$ cat config.mk
export PLATFORM = sky130hd
export DESIGN_NAME = modbus_speed_command_framer
export DESIGN_NICKNAME = d
export VERILOG_FILES = /design/src/msf_pkg.sv /design/src/modbus_speed_command_framer.sv /design/src/msf_front.sv /design/src/msf_queue.sv /design/src/msf_back.sv
export SDC_FILE = /design/constraint.sdc
export NUM_CORES = 1
export LEC_CHECK = 0
export ABC_AREA = 1
export BUFFER_PORTS_ARGS = -buffer_cell sky130_fd_sc_hd__clkbuf_2
export CORE_ASPECT_RATIO = 1.25
export CORE_MARGIN = 5
export CORE_UTILIZATION = 52
export CTS_BUF_LIST = sky130_fd_sc_hd__clkbuf_2 sky130_fd_sc_hd__clkbuf_4 sky130_fd_sc_hd__clkbuf_8
export CTS_CLUSTER_SIZE = 14
export DETAILED_ROUTE_END_ITERATION = 8
export PLACE_DENSITY_LB_ADDON = 0.08
export SLEW_MARGIN = 15
export SYNTH_ARGS = -nofsm -noshare
export SYNTH_HDL_FRONTEND = slang
export SYNTH_SLANG_ARGS = --single-unit
$ cat constraint.sdc
create_clock -name clk -period 9.5 [get_ports clk]
set_input_delay 1.425 -clock clk [delete_from_list [all_inputs] [get_ports clk]]
set_output_delay 1.425 -clock clk [all_outputs]
set_load 0.01 [all_outputs]
$ cat src/msf_pkg.sv
package msf_pkg;

	typedef enum logic [1:0] {
		MODE_START = 2'd0,
		MODE_STOP  = 2'd1,
		MODE_SPEED = 2'd2,
		MODE_POLL  = 2'd3
	} mode_t;

	localparam int unsigned CFG_IDX_W = 4;
	localparam logic [CFG_IDX_W-1:0] CFG_SLAVE_ADDR  = 4'd0;
	localparam logic [CFG_IDX_W-1:0] CFG_TARGET_REG  = 4'd1;
	localparam logic [CFG_IDX_W-1:0] CFG_SPEED_FLOOR = 4'd2;
	localparam logic [CFG_IDX_W-1:0] CFG_SPEED_CEIL  = 4'd3;

	localparam logic [7:0]  RST_SLAVE_ADDR  = 8'd1;
	localparam logic [15:0] RST_TARGET_REG  = 16'h6000;
	localparam logic [15:0] RST_SPEED_FLOOR = 16'd2000;
	localparam logic [15:0] RST_SPEED_CEIL  = 16'd4800;
	localparam logic [15:0] RST_SPEED       = 16'd2000;

	localparam logic [7:0]  FUNC_WRITE_SINGLE = 8'h06;
	localparam logic [15:0] CRC_INIT          = 16'hFFFF;
	localparam logic [15:0] CRC_POLY          = 16'hA001;

	// Position of each byte within the frame
	localparam logic [2:0] BYTE_SLAVE   = 3'd0;
	localparam logic [2:0] BYTE_FUNC    = 3'd1;
	localparam logic [2:0] BYTE_REG_HI  = 3'd2;
	localparam logic [2:0] BYTE_REG_LO  = 3'd3;
	localparam logic [2:0] BYTE_VAL_HI  = 3'd4;
	localparam logic [2:0] BYTE_VAL_LO  = 3'd5;
	localparam logic [2:0] BYTE_CRC_LO  = 3'd6;
	localparam logic [2:0] BYTE_CRC_HI  = 3'd7;

	typedef struct packed {
		logic [7:0]  slave_addr;
		logic [15:0] target_reg;
		logic [15:0] value;
	} frame_desc_t;

	typedef struct packed {
		logic        push;
		frame_desc_t desc;
	} q_wr_t;

	typedef struct packed {
		logic        valid;
		logic        full;
		frame_desc_t head;
	} q_rd_t;

	// One byte of CRC-16/Modbus, reflected, LSB first.
	function automatic logic [15:0] crc_byte(input logic [15:0] crc_in, input logic [7:0] data);
		logic [15:0] c;
		c = crc_in ^ {8'h00, data};
		for (int b = 0; b < 8; b++) begin
			c = c[0] ? ((c >> 1) ^ CRC_POLY) : (c >> 1);
		end
		return c;
	endfunction

endpackage

$ cat src/modbus_speed_command_framer.sv
// Channel   Direction  Handshake            Words
// command   in         push / full          mode, speed_request
// frame     out        empty / pop          tx_byte, frame_end
// config    in         cfg_we (no wait)     cfg_index, cfg_data
//
// A command word is taken whenever push is high and full is low; full
// rises only while the frame queue holds QUEUE_DEPTH frames to be sent.
// A poll that finds a change yields 8 frame words, one per cycle while pop
// is high, set by the byte sequencer in the back end, which folds each of
// the first six bytes into the CRC. A frame's first word passes through
// the queue and then the output register. Reset clears the run target and
// loads the speed target with its default; it also empties the queue and
// the output stage. A low pop with a word shown stalls the byte sequencer;
// the command side keeps going until the queue fills.
module modbus_speed_command_framer #(
	parameter int unsigned QUEUE_DEPTH = 2
) (
	input  logic                          clk,
	input  logic                          arst_n,
	input  logic                          cfg_we,
	input  logic [msf_pkg::CFG_IDX_W-1:0] cfg_index,
	input  logic [15:0]                   cfg_data,
	input  logic                          push,
	output logic                          full,
	input  logic [1:0]                    mode,
	input  logic [15:0]                   speed_request,
	output logic                          empty,
	input  logic                          pop,
	output logic [7:0]                    tx_byte,
	output logic                          frame_end
);
	import msf_pkg::*;

	q_wr_t q_wr;
	q_rd_t q_rd;
	logic  q_pop;

	// Front end: hold config and targets, classify each command word,
	// push a frame descriptor when a poll finds a change.
	msf_front u_front (
		.clk           (clk),
		.arst_n        (arst_n),
		.cfg_we        (cfg_we),
		.cfg_index     (cfg_index),
		.cfg_data      (cfg_data),
		.push          (push),
		.mode          (mode),
		.speed_request (speed_request),
		.q_full        (q_rd.full),
		.full          (full),
		.q_wr          (q_wr)
	);

	// Frame descriptors waiting for the serializer
	msf_queue #(
		.DEPTH (QUEUE_DEPTH)
	) u_queue (
		.clk    (clk),
		.arst_n (arst_n),
		.wr     (q_wr),
		.pop    (q_pop),
		.rd     (q_rd)
	);

	// Back end: advance through the eight frame bytes, drop the descriptor
	// as the CRC high byte is loaded.
	msf_back u_back (
		.clk       (clk),
		.arst_n    (arst_n),
		.q_valid   (q_rd.valid),
		.q_head    (q_rd.head),
		.pop       (pop),
		.q_pop     (q_pop),
		.empty     (empty),
		.tx_byte   (tx_byte),
		.frame_end (frame_end)
	);

endmodule

$ cat src/msf_front.sv
module msf_front (
	input  logic                           clk,
	input  logic                           arst_n,
	input  logic                           cfg_we,
	input  logic [msf_pkg::CFG_IDX_W-1:0]  cfg_index,
	input  logic [15:0]                    cfg_data,
	input  logic                           push,
	input  logic [1:0]                     mode,
	input  logic [15:0]                    speed_request,
	input  logic                           q_full,
	output logic                           full,
	output msf_pkg::q_wr_t                 q_wr
);
	import msf_pkg::*;

	logic [7:0]  slave_address_q;
	logic [15:0] target_register_q;
	logic [15:0] speed_floor_q;
	logic [15:0] speed_ceiling_q;
	logic        run_target_q;
	logic [15:0] speed_target_q;
	logic        sent_run_q;
	logic [15:0] sent_speed_q;

	logic        accept;
	logic        changed;
	logic [15:0] ceil_req;
	logic [15:0] clamped;
	mode_t       mode_in;

	assign mode_in  = mode_t'(mode);
	assign full     = q_full;
	assign accept   = push && !q_full;
	assign changed  = (run_target_q != sent_run_q) || (speed_target_q != sent_speed_q);
	// ceiling first, floor wins
	assign ceil_req = (speed_request > speed_ceiling_q) ? speed_ceiling_q : speed_request;
	assign clamped  = (ceil_req < speed_floor_q) ? speed_floor_q : ceil_req;

	assign q_wr.push            = accept && (mode_in == MODE_POLL) && changed;
	assign q_wr.desc.slave_addr = slave_address_q;
	assign q_wr.desc.target_reg = target_register_q;
	assign q_wr.desc.value      = run_target_q ? speed_target_q : 16'd0;

	always_ff @(posedge clk or negedge arst_n) begin
		if (!arst_n) begin
			slave_address_q   <= RST_SLAVE_ADDR;
			target_register_q <= RST_TARGET_REG;
			speed_floor_q     <= RST_SPEED_FLOOR;
			speed_ceiling_q   <= RST_SPEED_CEIL;
		end else if (cfg_we) begin
			unique case (cfg_index)
				CFG_SLAVE_ADDR:  slave_address_q   <= cfg_data[7:0];
				CFG_TARGET_REG:  target_register_q <= cfg_data;
				CFG_SPEED_FLOOR: speed_floor_q     <= cfg_data;
				CFG_SPEED_CEIL:  speed_ceiling_q   <= cfg_data;
				default: ;
			endcase
		end
	end

	always_ff @(posedge clk or negedge arst_n) begin
		if (!arst_n) begin
			run_target_q   <= 1'b0;
			speed_target_q <= RST_SPEED;
			sent_run_q     <= 1'b0;
			sent_speed_q   <= RST_SPEED;
		end else if (accept) begin
			unique case (mode_in)
				MODE_START: run_target_q   <= 1'b1;
				MODE_STOP:  run_target_q   <= 1'b0;
				MODE_SPEED: speed_target_q <= clamped;
				MODE_POLL: begin
					if (changed) begin
						sent_run_q   <= run_target_q;
						sent_speed_q <= speed_target_q;
					end
				end
			endcase
		end
	end

endmodule

$ cat src/msf_queue.sv
module msf_queue #(
	parameter int unsigned DEPTH = 2
) (
	input  logic           clk,
	input  logic           arst_n,
	input  msf_pkg::q_wr_t wr,
	input  logic           pop,
	output msf_pkg::q_rd_t rd
);
	import msf_pkg::*;

	localparam int unsigned PTR_W = (DEPTH > 1) ? $clog2(DEPTH) : 1;
	localparam int unsigned CNT_W = $clog2(DEPTH + 1);

	frame_desc_t        mem_q [DEPTH];
	logic [PTR_W-1:0]   wr_ptr_q;
	logic [PTR_W-1:0]   rd_ptr_q;
	logic [CNT_W-1:0]   count_q;
	logic               do_push;
	logic               do_pop;

	assign rd.full  = (count_q == CNT_W'(DEPTH));
	assign rd.valid = (count_q != '0);
	assign rd.head  = mem_q[rd_ptr_q];
	assign do_push  = wr.push && !rd.full;
	assign do_pop   = pop && rd.valid;

	always_ff @(posedge clk) begin
		if (do_push) begin
			mem_q[wr_ptr_q] <= wr.desc;
		end
	end

	always_ff @(posedge clk or negedge arst_n) begin
		if (!arst_n) begin
			wr_ptr_q <= '0;
			rd_ptr_q <= '0;
			count_q  <= '0;
		end else begin
			if (do_push) begin
				wr_ptr_q <= (wr_ptr_q == PTR_W'(DEPTH - 1)) ? '0 : wr_ptr_q + 1'b1;
			end
			if (do_pop) begin
				rd_ptr_q <= (rd_ptr_q == PTR_W'(DEPTH - 1)) ? '0 : rd_ptr_q + 1'b1;
			end
			if (do_push && !do_pop) begin
				count_q <= count_q + 1'b1;
			end else if (do_pop && !do_push) begin
				count_q <= count_q - 1'b1;
			end
		end
	end

endmodule

$ cat src/msf_back.sv
module msf_back (
	input  logic                  clk,
	input  logic                  arst_n,
	input  logic                  q_valid,
	input  msf_pkg::frame_desc_t  q_head,
	input  logic                  pop,
	output logic                  q_pop,
	output logic                  empty,
	output logic [7:0]            tx_byte,
	output logic                  frame_end
);
	import msf_pkg::*;

	logic        out_valid_q;
	logic [7:0]  tx_byte_q;
	logic        frame_end_q;
	logic [2:0]  cnt_q;
	logic [15:0] crc_q;
	logic        advance;
	logic [7:0]  next_byte;
	logic [15:0] crc_base;

	assign advance  = q_valid && (!out_valid_q || pop);
	assign q_pop    = advance && (cnt_q == BYTE_CRC_HI);
	assign crc_base = (cnt_q == BYTE_SLAVE) ? CRC_INIT : crc_q;

	always_comb begin
		unique case (cnt_q)
			BYTE_SLAVE:  next_byte = q_head.slave_addr;
			BYTE_FUNC:   next_byte = FUNC_WRITE_SINGLE;
			BYTE_REG_HI: next_byte = q_head.target_reg[15:8];
			BYTE_REG_LO: next_byte = q_head.target_reg[7:0];
			BYTE_VAL_HI: next_byte = q_head.value[15:8];
			BYTE_VAL_LO: next_byte = q_head.value[7:0];
			BYTE_CRC_LO: next_byte = crc_q[7:0];
			BYTE_CRC_HI: next_byte = crc_q[15:8];
		endcase
	end

	always_ff @(posedge clk or negedge arst_n) begin
		if (!arst_n) begin
			out_valid_q <= 1'b0;
			cnt_q       <= BYTE_SLAVE;
		end else if (advance) begin
			out_valid_q <= 1'b1;
			cnt_q       <= cnt_q + 1'b1;
		end else if (pop) begin
			out_valid_q <= 1'b0;
		end
	end

	// crc_q is sent out at the two CRC positions, after six updates
	always_ff @(posedge clk) begin
		if (advance) begin
			tx_byte_q   <= next_byte;
			frame_end_q <= (cnt_q == BYTE_CRC_HI);
		end
		if (advance && (cnt_q < BYTE_CRC_LO)) begin
			crc_q <= crc_byte(crc_base, next_byte);
		end
	end

	assign empty     = !out_valid_q;
	assign tx_byte   = tx_byte_q;
	assign frame_end = frame_end_q;

endmodule

[After elaboration in Yosys (flattened, before gate mapping)]
Memories as Yosys holds them, arrays and structs flattened.
Cells that the tools add are included.
Cells by class
  mux-type cells: 22
  magnitude comparators: 3
  bitwise gates (word level): 9
  equal/unequal tests: 16
  add/subtract/negate cells: 5
  reduce and logical (&&, ||, !) cells: 30
Operators with widths (count)
  $mux 16: 11
  $pmux 8 s8: 1
  $not 2->3: 8
  $gt 16x16->1: 1
  $lt 16x16->1: 1
  $ne 16x16->1: 1
  $xor 16x8->16: 1
  $mux 14: 1
  $eq 3x3->1 const B: 4
  $reduce_and 2->1: 6
  $logic_and 1x1->1: 10
  $eq 4x2->1 const B: 2
  $reduce_bool 2->1: 4
  $eq 2x2->1 const B: 3
  $eq 3x2->1 const B: 2
  $mux 1: 6
  $eq 4x1->1 const B: 1
  $logic_not 1->1: 4
  $logic_not 4->1: 1
  $mux 2: 2
  $add 3x1->3 const B: 1
  $eq 3x1->1 const B: 1
  $logic_not 3->1: 1
  $lt 3x3->1 const B: 1
  other kinds (9): 11
Word-level totals
  memory bits (writable): 80
  output and inout port bits: 11
  logic and storage cells: 103
  register bits after elaboration: 123
  memories kept: 1
  bits of input ports: 43
Memory list
  u_queue.mem_q: depth 2, width 40, read ports 1, clocked after Yosys merged registers in 0, wr ports 1, RTL line msf_queue.sv:15  | frame_desc_t mem_q [DEPTH];

[Longest topological paths before layout]
Gate-level depths: netlist of run 1.
  depth after elaboration: 19
  mapped depth: 26
  depth with buffers taken out: 24

[Modules after synthesis]
Synthesis of run 1 repeated with hierarchy kept, for this count alone.
Unflattened totals
  cells, all modules: 1160
  area total of the unflattened synthesis: 10707.8 µm²
Modules (own cells, without submodules)
  msf_front: seq. area each 2283.4 µm², area each 4944.7 µm², cells an instance 639, times used 1
  msf_queue: seq. area each 2502.4 µm², area each 3624.7 µm², cells an instance 241, times used 1
  msf_back: seq. area each 850.8 µm², area each 2138.3 µm², cells an instance 280, times used 1

[Worst setup path before layout of run 1]
Ideal clock, no wire load.
  path kind: input -> register
  from: in speed_request[7]
  to: reg u_front.speed_target_q[10]
  stages on the path: 20
  data arrival time: 4.318 ns
  setup slack: 5.110 ns
  library setup time: 0.073 ns
  data required time: 9.427 ns
  buffers on the path: 2
  path through: ha_1 -> a21oi_1 -> o21a_1 -> nand2_1 -> nand2_1 -> nand2_1 -> nand2_1 -> clkbuf_1 -> nand2_1 -> o21ai_0 -> ha_1 -> a21oi_1 -> nand3b_1 -> a21oi_1 -> a2111oi_2 -> nand2_1 -> buf_2 -> nand2_1 -> nand3_1 -> o21ai_1
Between the ends
  word-level cells in the longest chain between the ends: 4
Ends and longest elaborated chain
  from (decl): RTL line modbus_speed_command_framer.sv:26  | input logic [15:0] speed_request,
  $gt 16x16->1: RTL line msf_front.sv:36  | assign ceil_req = (speed_request > speed_ceiling_q) ? speed_ceiling_q : speed_request;
  $mux 16 (*): RTL line msf_front.sv:36
  $lt 16x16->1: RTL line msf_front.sv:37  | assign clamped = (ceil_req < speed_floor_q) ? speed_floor_q : ceil_req;
  $mux 16 (*): RTL line msf_front.sv:37
  to (signal assigned): RTL line msf_front.sv:71  | MODE_SPEED: speed_target_q <= clamped;
  to (decl): RTL line msf_front.sv:21  | logic [15:0] speed_target_q;
Every way passes the cells marked *; elsewhere a longest branch is shown, timed or not.
A chain may end at the register's enable or synchronous reset.

[Worst setup path after layout of run 1]
  from: in speed_request[11]
  to: reg u_front.speed_target_q[10]
The elaborated chain is that of the path after synthesis.

==> results of run 1 <==
==> worst max-delay path: stages <==
cell	delay, ns
sky130_fd_sc_hd__clkbuf_2	0.09
sky130_fd_sc_hd__ha_1	0.31
sky130_fd_sc_hd__nand4_1	0.14
sky130_fd_sc_hd__nor2_1	0.19
sky130_fd_sc_hd__nand2_1	0.07
sky130_fd_sc_hd__nand2_1	0.08
sky130_fd_sc_hd__nand2_1	0.49
sky130_fd_sc_hd__o21ai_0	0.62
sky130_fd_sc_hd__ha_1	0.34
sky130_fd_sc_hd__a21oi_1	0.15
sky130_fd_sc_hd__nor2_1	0.06
sky130_fd_sc_hd__a211oi_1	0.16
sky130_fd_sc_hd__nand2_1	0.08
sky130_fd_sc_hd__nand2_1	0.35
sky130_fd_sc_hd__nand2_1	0.44
sky130_fd_sc_hd__nand2_1	0.17
sky130_fd_sc_hd__nand3_1	0.08
sky130_fd_sc_hd__o21ai_1	0.09
==> cells in the mapped netlist, types with 8 or more instances <==
library cell	n
sky130_fd_sc_hd__inv_2	8
sky130_fd_sc_hd__edfxtp_1	105
sky130_fd_sc_hd__clkbuf_1	23
sky130_fd_sc_hd__o21ai_1	21
sky130_fd_sc_hd__o21ai_0	113
sky130_fd_sc_hd__a21oi_1	17
sky130_fd_sc_hd__nand3_1	79
sky130_fd_sc_hd__nand2_1	268
sky130_fd_sc_hd__inv_1	148
sky130_fd_sc_hd__dfrtp_1	73
sky130_fd_sc_hd__ha_1	38
sky130_fd_sc_hd__o22ai_1	8
sky130_fd_sc_hd__nor2_1	52
sky130_fd_sc_hd__xor2_1	17
sky130_fd_sc_hd__dfstp_2	25
==> cell type report <==
type                       instances  area share
clock buffer                      48      0.0522
inverter                         157      0.0533
clock inverter                    14     0.00924
timing repair buffer              62      0.0302
tap                              232      0.0261
sequential                       203       0.508
multi-input combinational        672       0.321
==> through the flow <==
step           hold WS, ns  instances  worst slack [ns]  power (W)
6_report             0.468       1388              4.56    0.00380
5_1_grt              0.481       1388              4.20    0.00411
4_1_cts              0.468       1388              4.57    0.00384
3_5_place_dp         0.458       1326              4.04    0.00306
3_3_place_gp         0.451       1326              4.12    0.00302
2_1_floorplan        0.442       1066              5.11    0.00263
==> path summary, 6_finish.rpt <==
check                                              to  slack, ns  depth (start not counted)                     startpoint
max                        u_front.speed_target_q[10]       4.56                         18              speed_request[11]
min                              u_queue.mem_q[1][31]       0.47                          0  u_front.target_register_q[15]
max reg2reg                u_front.speed_target_q[10]       5.00                         20     u_front.speed_ceiling_q[7]
min reg2reg                      u_queue.mem_q[1][31]       0.47                          0  u_front.target_register_q[15]
max in group asynchronous          u_queue.count_q[0]       7.42                          2                         arst_n
min in group asynchronous  u_front.speed_ceiling_q[0]       0.85                          1                         arst_n
==> report_power, final <==
part	leakage (nW)	switching (W)	total [W]	internal [W]
clock network	0.358	0.000342	0.000768	0.000426
logic	2.65	0.00107	0.00162	0.000556
registers	2.16	0.000139	0.00141	0.00127
==> state kept, by name, summed over array words and instances, names as in the netlist <==
signal and cells:
u_back.frame_end 1, u_queue.wr_ptr_q 1, u_queue.count_q 2, u_back.cnt_q 3, u_front.speed_floor_q 16, u_front.speed_target_q 16, u_front.sent_speed_q 16, u_back.crc_q 16
u_queue.mem_q 80, u_front.run_target_q 1, u_queue.rd_ptr_q 1, u_front.target_register_q 16, u_front.sent_run_q 1, u_front.speed_ceiling_q 16, u_back.out_valid_q 1, u_front.slave_address_q 8
u_back.tx_byte 8
==> logic make-up (layout without fill, tap and decap cells) <==
group / after synthesis / count (layout)
xor+xnor: 24 / 24
fa+ha+maj: 38 / 38
simple gates: 432 / 432
flops: 203 / 203
compound gates: 178 / 178
buf+inv: 191 / 281
==> metal layers <==
metal  track usage  up-vias  wire length [um]
li1              -     3636                 -
met1         0.228     3374              8820
met2         0.400      148             11900
met3        0.0366       72               712
met4         0.117        0              1230
met5             0        -                 0
==> impl_metrics.csv, run 1 <==
group,metric,value,unit
global_routing,grt_antenna_before_repair,0,
logic_synthesis,synth_compound_area_frac,0.0993,
sta,timing.clock.skew,0.0200,ns
layout,layout.cells.most_common,"sky130_fd_sc_hd__nand2_1",
layout,mostFrequentLayoutCells,"268 x sky130_fd_sc_hd__nand2_1, 148 x sky130_fd_sc_hd__inv_1, 113 x sky130_fd_sc_hd__o21ai_0",
setup_path,crit_fanout,31,
run,maxCapViolCount,0,
pwr,power.static_leakage,5.17,nW
floorplanning,coreArea,18800,um^2
sta,finalCriticalPeriod,4.94,ns
layout,seqCellArea,5640,um^2
status,status,"finished, final reports clean",
clock_tree,clkSlewWorstSetupHoldPaths,0.07,ns
layout,fin_area,11100,um^2
clock_tree,ctsResizeCount,0,
logic_synthesis,synth_fp_nets,1147,
logic_synthesis,synth_top_area_cell,"sky130_fd_sc_hd__edfxtp_1",
sta,finalHoldViolCount,0,
logic_synthesis,simple_gate_share_of_the_synthesized_area,0.186,
layout,postLayoutCoreUtil,0.591,
logic_synthesis,synth_cell_type_count,48,
logic_synthesis,synth-main-ff-cell,"sky130_fd_sc_hd__edfxtp_1",
drt,route.detailed.vias_per_inst,5.21,
clock_tree,clkLatencyLatePin,0.50,ns
sta,timing_max_transition_violations_final,0,
drt,final_antenna_net_count,0,
global_routing,grt_start_max_net_pins,69,
logic_synthesis,synth_top_cell_area_share,0.317,
global_routing,globalRouteOverflowTotal,0,
sta,fin_crit_sh,0.520,
layout,layout.filler_cells,1705,
global_routing,vias_in_the_first_global_route,7191,
drt,drc,0,
floorplanning,boundaryPins,54,
floorplanning,die_w,134,um
placement,place_congestion,0.878,
clock_tree,htreeDepth,2,
layout,layout-area-overhead-vs-synth,11.7,%
sta,unrepaired_setup_endpoints_after_global_routing,"no",
drt,drtIter0Drc,282,
logic_synthesis,synth-xor-area-share,0.0238,
global_routing,groute.usage.overall,0.214,
setup_path,cp.arrival,5.36,ns
setup_path,critical_path_class,"in -> reg",
logic_synthesis,synthesis.area_per_instance,9.33,um^2
floorplanning,effective_utilization_at_floorplan,0.529,
global_routing,first_pass_grt_wire_length,36.3,mm
logic_synthesis,synth_enable_flop_cells,105,
floorplanning,rows,56,
clock_tree,cts-buffers-inserted,35,
clock_tree,clkSinkCount,203,
sta,max_slew.worst_pin.slew,1.07,ns
layout,finish.net_count,1212,
logic_synthesis,synthTopCellsByArea,"sky130_fd_sc_hd__edfxtp_1 32%, sky130_fd_sc_hd__dfrtp_1 18%, sky130_fd_sc_hd__nand2_1 10%, sky130_fd_sc_hd__dfstp_2 6.6%, sky130_fd_sc_hd__o21ai_0 5.7%",
placement,detailed_place_hpwl,16.5,mm
placement,placed_area,10400,um^2
drt,routedWlPerCell,16.4,um
placement,io_buffers,53,
pwr,powerDensity,342,nW/um^2
logic_synthesis,synth_top_family_by_area,"simple AND/OR/NAND/NOR gates",
sta,timing.fmax,203,MHz
setup_path,timing.critical_path.to_type,"flip-flop",
min_path,hp-class,"reg -> reg",
sta,finalSetupViolations,0,
clock_tree,hold_fix_buffers_cts,0,
logic_synthesis,syn_inst,1066,
clock_tree,cts_tree,"done",
layout,antenna_fix_cells,0,
pwr,peakVddDrop,0.201,mV
floorplanning,die_area,22000,um^2
drt,drt-total-wl,22.7,mm
logic_synthesis,synth.yosys.seq_area_share,0.567,
floorplanning,die_y,165,um
logic_synthesis,number_of_storage_elements_in_the_synthesis_netlist,203,
logic_synthesis,synth-async-reset-ratio,0.483,
layout,multi_input_comb_area,3570,um^2
setup_path,cp_data_required_time,9.92,ns
logic_synthesis,synth.area.mux_share,0,
clock_tree,clockRootBuffer,"sky130_fd_sc_hd__clkbuf_8",
setup_path,worstSetupStartpointType,"input port",
drt,vias,7230,
layout,drive_gt1_frac,0.158,
drt,initial_drt_pass_iterations,5,
sta,final.setup.tns,0,ns
sta,max_slew_margin,0.285,
logic_synthesis,synth-warning-count,0,
logic_synthesis,cell_area_after_technology_mapping,9940,um^2
logic_synthesis,synthAdderAreaFrac,0.0478,
clock_tree,post-cts-setup-buffer-count,0,
clock_tree,clk_path_buf_depth,3,
Note: power is estimated with default switching activity, not from simulation.
==> run 2: changes to the inputs <==
clock period = 4 ns   (was 9.5 ns; I/O delays follow)
==> run 2 against run 1 <==
- clock power rose to 2.5 times the previous value
- hold slack worse by 0.29 ns
- combinational power up 140%
- highest routed layer unchanged
- global-route usage down 0.18 points
- largest power group unchanged
- largest cell class unchanged
==> impl_metrics.csv, run 2 (synthesis results as in run 1) <==
group,metric,value,unit
sta,finalCriticalPeriod,3.61,ns
floorplanning,die_area,22000,um^2
setup_path,cp_data_required_time,4.38,ns
layout,layout.cells.most_common,"sky130_fd_sc_hd__nand2_1",
setup_path,timing.critical_path.to_type,"flip-flop",
clock_tree,clockRootBuffer,"sky130_fd_sc_hd__clkbuf_8",
setup_path,cp.arrival,3.99,ns
sta,finalHoldViolCount,0,
drt,final_antenna_net_count,0,
placement,detailed_place_hpwl,16.2,mm
floorplanning,boundaryPins,54,
sta,timing_max_transition_violations_final,0,
pwr,power.static_leakage,5.23,nW
sta,fin_crit_sh,0.903,
sta,unrepaired_setup_endpoints_after_global_routing,"no",
sta,timing.clock.skew,0.0201,ns
clock_tree,htreeDepth,2,
placement,placed_cells,1334,
run,maxCapViolCount,0,
clock_tree,clkSlewWorstSetupHoldPaths,0.06,ns
global_routing,grt_start_max_net_pins,62,
clock_tree,clkLatencyLatePin,0.51,ns
layout,layout.filler_cells,1671,
clock_tree,clk_path_buf_depth,3,
pwr,powerDensity,816,nW/um^2
drt,route.detailed.vias_per_inst,5.12,
placement,place_congestion,0.895,
min_path,hp-class,"in -> async",
pwr,peakVddDrop,0.422,mV
global_routing,vias_in_the_first_global_route,7127,
drt,routedWlPerCell,16.3,um
layout,largest-register,"u_queue.mem_q",
layout,multi_input_comb_area,3570,um^2
layout,drive_gt1_frac,0.162,
clock_tree,cts-buffers-inserted,34,
layout,seqCellArea,5640,um^2
drt,vias,7150,
clock_tree,cts_tree,"done",
layout,mostFrequentLayoutCells,"267 x sky130_fd_sc_hd__nand2_1, 148 x sky130_fd_sc_hd__inv_1, 113 x sky130_fd_sc_hd__o21ai_0",
clock_tree,clkSinkCount,203,
layout,layout-area-overhead-vs-synth,12.7,%
layout,antenna_fix_cells,0,
floorplanning,die_w,134,um
drt,drt-total-wl,22.7,mm
status,status,"finished, final reports clean",
sta,final.setup.tns,0,ns
placement,pre_cts_slack,0.166,ns
drt,drc,0,
layout,largest_reg_flops,80,
floorplanning,rows,56,
layout,final_cell_count_no_fill,1396,
floorplanning,die_y,165,um
floorplanning,effective_utilization_at_floorplan,0.529,
global_routing,groute.usage.overall,0.212,
global_routing,first_pass_grt_wire_length,36.2,mm
setup_path,critical_path_class,"reg -> reg",
drt,drtIter0Drc,401,
floorplanning,coreArea,18800,um^2
setup_path,worstSetupStartpointType,"flip-flop",
clock_tree,post-cts-setup-buffer-count,0,
global_routing,grt_antenna_before_repair,0,
placement,io_buffers,53,
sta,max_slew.worst_pin.slew,1.07,ns
sta,max_slew_margin,0.286,
sta,hold-worst-slack,0.174,ns
setup_path,crit_fanout,16,
drt,initial_drt_pass_iterations,5,
sta,timing.fmax,277,MHz
sta,layout_setup_ws,0.388,ns
sta,finalSetupViolations,0,
setup_path,worst-r2r-cell-count,18,
layout,finish.net_count,1219,
global_routing,globalRouteOverflowTotal,0,
## run 2: cell count changes in the layout (fill, tap and decap cells not counted), moves of 2 or more
cell	before	now
sky130_fd_sc_hd__buf_4	10	18
sky130_fd_sc_hd__clkbuf_4	13	8
sky130_fd_sc_hd__clkbuf_8	35	40
sky130_fd_sc_hd__clkinv_1	3	7
sky130_fd_sc_hd__clkinv_2	6	4
sky130_fd_sc_hd__clkinvlp_4	3	1
## run 2: critical path, stage by stage, from the launching register on
cell and delay, ns:
sky130_fd_sc_hd__dfstp_2 0.53, sky130_fd_sc_hd__inv_1 0.05, sky130_fd_sc_hd__ha_1 0.29, sky130_fd_sc_hd__a21o_1 0.11, sky130_fd_sc_hd__nand3_1 0.06, sky130_fd_sc_hd__a21oi_1 0.15
sky130_fd_sc_hd__nor2_1 0.06, sky130_fd_sc_hd__nand2_1 0.07, sky130_fd_sc_hd__nand2_1 0.07, sky130_fd_sc_hd__buf_4 0.18, sky130_fd_sc_hd__o21ai_0 0.39, sky130_fd_sc_hd__ha_1 0.34
sky130_fd_sc_hd__a21oi_1 0.15, sky130_fd_sc_hd__nor2_1 0.07, sky130_fd_sc_hd__a2111oi_2 0.36, sky130_fd_sc_hd__buf_4 0.28, sky130_fd_sc_hd__nand3_1 0.09, sky130_fd_sc_hd__nand3_1 0.12
sky130_fd_sc_hd__o21ai_0 0.10
## run 2: cell type report
type                    instances  area share
flip-flops and latches        203       0.503
multi-input cells             672       0.319
clock buffers                  48      0.0545
inverters                     157      0.0528
repair buffers                 70      0.0353
well taps                     232      0.0259
clock inverters                14      0.0102
## run 2: where the power goes
| part | leakage (nW) | internal (W) | switching [W] | total [W] |
|---|---|---|---|---|
| Combinational | 2.69 | 0.00134 | 0.00252 | 0.00386 |
| Sequential | 2.16 | 0.00301 | 0.000345 | 0.00335 |
| Clock | 0.379 | 0.00112 | 0.000812 | 0.00193 |
| Total | 5.23 | 0.00547 | 0.00368 | 0.00915 |
## run 2: what timing repair did
item,4_1_cts,5_1_grt
setup endpoints to repair,0,16
resized for setup,0,1
hold buffers,0,0
## run 2: metrics by stage
stage / util / cell area [um^2] / power, W
after global routing: 0.597 / 11200 / 0.00989
final: 0.597 / 11200 / 0.00915
after CTS: 0.597 / 11200 / 0.00922
after floorplan: - / 9940 / 0.00625
after detailed placement: 0.558 / 10500 / 0.00728
after global placement: 0.558 / 10500 / 0.00718
## run 2: worst paths after layout
| path | start | to | slack (ns) |
|---|---|---|---|
| max | u_front.speed_ceiling_q[9] | u_front.speed_target_q[1] | 0.39 |
| min | arst_n | u_front.speed_ceiling_q[13] | 0.17 |
| max reg2reg | u_front.speed_ceiling_q[9] | u_front.speed_target_q[1] | 0.39 |
| min reg2reg | u_front.target_register_q[1] | u_queue.mem_q[1][17] | 0.47 |
| max in group asynchronous | arst_n | u_front.slave_address_q[0] | 2.97 |
| min in group clk | pop | u_back.out_valid_q | 0.30 |
## run 2: metal layers
metal  vias to the layer above  routed length (um)  track usage
li1                       3648                   -            -
met3                        57                 727       0.0326
met2                       141               11800        0.390
met5                         -                   0            0
met4                         0                 849       0.0898
met1                      3304                9280        0.245
==> run 3: changes to the inputs <==
CORE_UTILIZATION = 35   (was 52)
clock period = 2.9 ns   (was 4 ns; I/O delays follow)
==> run 3 against run 2 <==
- the flow now finishes with violations (negative setup slack)
- total power up 65%
- first-iteration DRC count down 34%
- core utilization shrank 14 points
- count of clock-buffer cells in the layout increased by 7
- setup slack worse by 0.75 ns
- clock skew shrank 0.0052 ns
- die area grew 45%
- critical path depth is 1 higher
- critical endpoint unchanged
- largest cell class unchanged
- highest routed layer unchanged
==> impl_metrics.csv, run 3 (synthesis results as in run 1) <==
group,metric,value,unit
status,status,"finished, violations left",
status,failed_checks,"negative setup slack",
setup_path,timing.critical_path.cells,"inv_2 > ha_4 > nand4_1 > nor2_2 > nand2_1 > nand2_2 > nand2_8 > buf_12 > o21ai_4 > ha_4 > a21oi_2 > nand3b_1 > a21oi_2 > a2111oi_4 > buf_6 > buf_8 > nand3_1 > nand3_1 > o21ai_1",
pwr,power.share.clock,0.185,
min_path,hp-class,"in -> reg",
clock_tree,clkLatencyLatePin,0.52,ns
pwr,powerDensity,1160,nW/um^2
global_routing,globalRouteOverflowTotal,0,
clock_tree,htreeDepth,2,
clock_tree,clkSinkCount,203,
setup_path,timing.critical_path.to_type,"flip-flop",
drt,initial_drt_pass_iterations,5,
floorplanning,rows,69,
layout,layout.filler_cells,2764,
setup_path,crit_family,"simple AND/OR/NAND/NOR gates",
sta,finalSetupViolations,16,
drt,final_antenna_net_count,0,
floorplanning,coreArea,28200,um^2
sta,timing.fmax,307,MHz
run,maxCapViolCount,0,
drt,drc,0,
layout,antenna_fix_cells,0,
drt,drtIter0Drc,263,
setup_path,cp.arrival,3.65,ns
placement,io_buffers,53,
sta,fin_crit_sh,1.12,
drt,route.detailed.vias_per_inst,4.66,
layout,layout-area-overhead-vs-synth,30.3,%
sta,layout_setup_ws,-0.360,ns
layout,drive_gt1_frac,0.312,
pwr,design_power_total,0.0151,W
global_routing,vias_in_the_first_global_route,7744,
setup_path,worst_path_largest_cell_delay,0.53,ns
layout,mostFrequentLayoutCells,"239 x sky130_fd_sc_hd__nand2_1, 141 x sky130_fd_sc_hd__inv_1, 105 x sky130_fd_sc_hd__edfxtp_1",
sta,timing.clock.skew,0.0149,ns
global_routing,grt_start_max_net_pins,45,
floorplanning,effective_utilization_at_floorplan,0.352,
global_routing,groute.usage.overall,0.164,
clock_tree,cts-buffers-inserted,37,
placement,placed_cells,1532,
pwr,pwr-share-comb,0.510,
layout,finish.net_count,1321,
placement,place_congestion,0.839,
drt,drt-total-wl,26.3,mm
pwr,pwr-share-seq,0.305,
sta,max_slew_margin,0.522,
setup_path,worstSetupStartpointType,"flip-flop",
setup_path,critical_path_class,"reg -> reg",
floorplanning,die_y,198,um
sta,hold-worst-slack,0.120,ns
setup_path,timing.critical_path.buf_inv,4,
sta,unrepaired_setup_endpoints_after_global_routing,"yes",
layout,largest-register,"u_queue.mem_q",
clock_tree,clk_path_buf_depth,3,
sta,final.setup.tns,-5.41,ns
clock_tree,clockRootBuffer,"sky130_fd_sc_hd__clkbuf_8",
floorplanning,die_w,161,um
floorplanning,boundaryPins,54,
sta,finalHoldViolCount,0,
placement,detailed_place_hpwl,19.0,mm
placement,pre_cts_slack,-0.689,ns
pwr,power.static_leakage,5.92,nW
sta,finalCriticalPeriod,3.26,ns
sta,max_slew.worst_pin.slew,0.709,ns
setup_path,crit_fanout,8,
global_routing,first_pass_grt_wire_length,41.0,mm
pwr,peakVddDrop,0.762,mV
clock_tree,clkSlewWorstSetupHoldPaths,0.06,ns
layout,largest_reg_flops,80,
pwr,power.internal,0.00905,W
floorplanning,die_area,31900,um^2
pwr,switching_power,0.00600,W
setup_path,critical-path-slowest-cell,"sky130_fd_sc_hd__dfstp_2",
layout,final_cell_count_no_fill,1623,
drt,vias,7568,
global_routing,grt_antenna_before_repair,0,
clock_tree,cts_tree,"done",
setup_path,cp_data_required_time,3.29,ns
pwr,netSwitchingFraction,0.399,
sta,timing_max_transition_violations_final,0,
drt,routedWlPerCell,16.2,um
layout,layout.cells.most_common,"sky130_fd_sc_hd__nand2_1",
run 3: cell types whose count changed in the layout (fill, tap and decap cells not counted), sizes merged:
| cell | previous run | this run |
|---|---|---|
| buf | 18 | 114 |
| bufinv | 2 | 1 |
| clkbuf | 100 | 108 |
| clkinv | 11 | 9 |
| clkinvlp | 1 | 2 |
| dlygate4sd3 | 0 | 1 |
| nand2 | 273 | 274 |
run 3: cell type report:
cell class,instances,area (um^2),share of cell area
clock buffer,55,676,0.0522
clock inverter,12,85.1,0.00657
inverter,157,597,0.0461
multi-input combinational,673,4150,0.321
sequential,203,5640,0.435
tap,355,444,0.0343
timing repair buffer,168,1360,0.105
run 3: final timing paths:
check | from | to | slack, ns | depth (start not counted)
worst min register to register | u_front.target_register_q[5] | u_queue.mem_q[1][21] | 0.47 | 0
max in group asynchronous | arst_n | u_front.speed_floor_q[10] | 1.73 | 3
min in group asynchronous | arst_n | u_back.out_valid_q | 0.44 | 2
worst min-delay path | pop | u_back.out_valid_q | 0.12 | 2
worst max register to register | u_front.speed_ceiling_q[12] | u_front.speed_target_q[1] | -0.36 | 19
worst max-delay path | u_front.speed_ceiling_q[12] | u_front.speed_target_q[1] | -0.36 | 19
run 3: timing repair:
item,CTS,global route
endpoints found under the hold margin,25,0
setup buffers,8,10
cloned,4,1
pin swaps,23,23
gates resized for setup,54,85
hold buffers,1,0
setup endpoints to repair,18,19
run 3: routing by layer:
layer | share of wire | global-route usage
met1 | 0.40 | 0.187
met2 | 0.54 | 0.310
met3 | 0.025 | 0.0228
met4 | 0.031 | 0.0619
met5 | 0 | 0
run 3: per-stage QoR:
step                      utilization  instance area [um^2]
after floorplan                     -                 10100
after global placement          0.403                 11400
after detailed placement        0.403                 11400
after CTS                       0.442                 12500
after global routing            0.459                 12900
final                           0.459                 12900
run 3: power by group through the flow:
stage / logic [W] / clock network (W) / registers (W)
after detailed placement: 0.00653 / 0 / 0.00463
after global routing: 0.00857 / 0.00301 / 0.00468
after CTS: 0.00690 / 0.00289 / 0.00458
final: 0.00768 / 0.00278 / 0.00460
after global placement: 0.00646 / 0 / 0.00463
after floorplan: 0.00419 / 0 / 0.00452
run 3: worst reg2reg max path: cells and delay by family, from the launching register on:
kind	cells	cell delay, ns
simple gates	8	0.97
compound gates	5	0.64
buf+inv	4	0.55
flops	1	0.53
fa+ha+maj	2	0.48
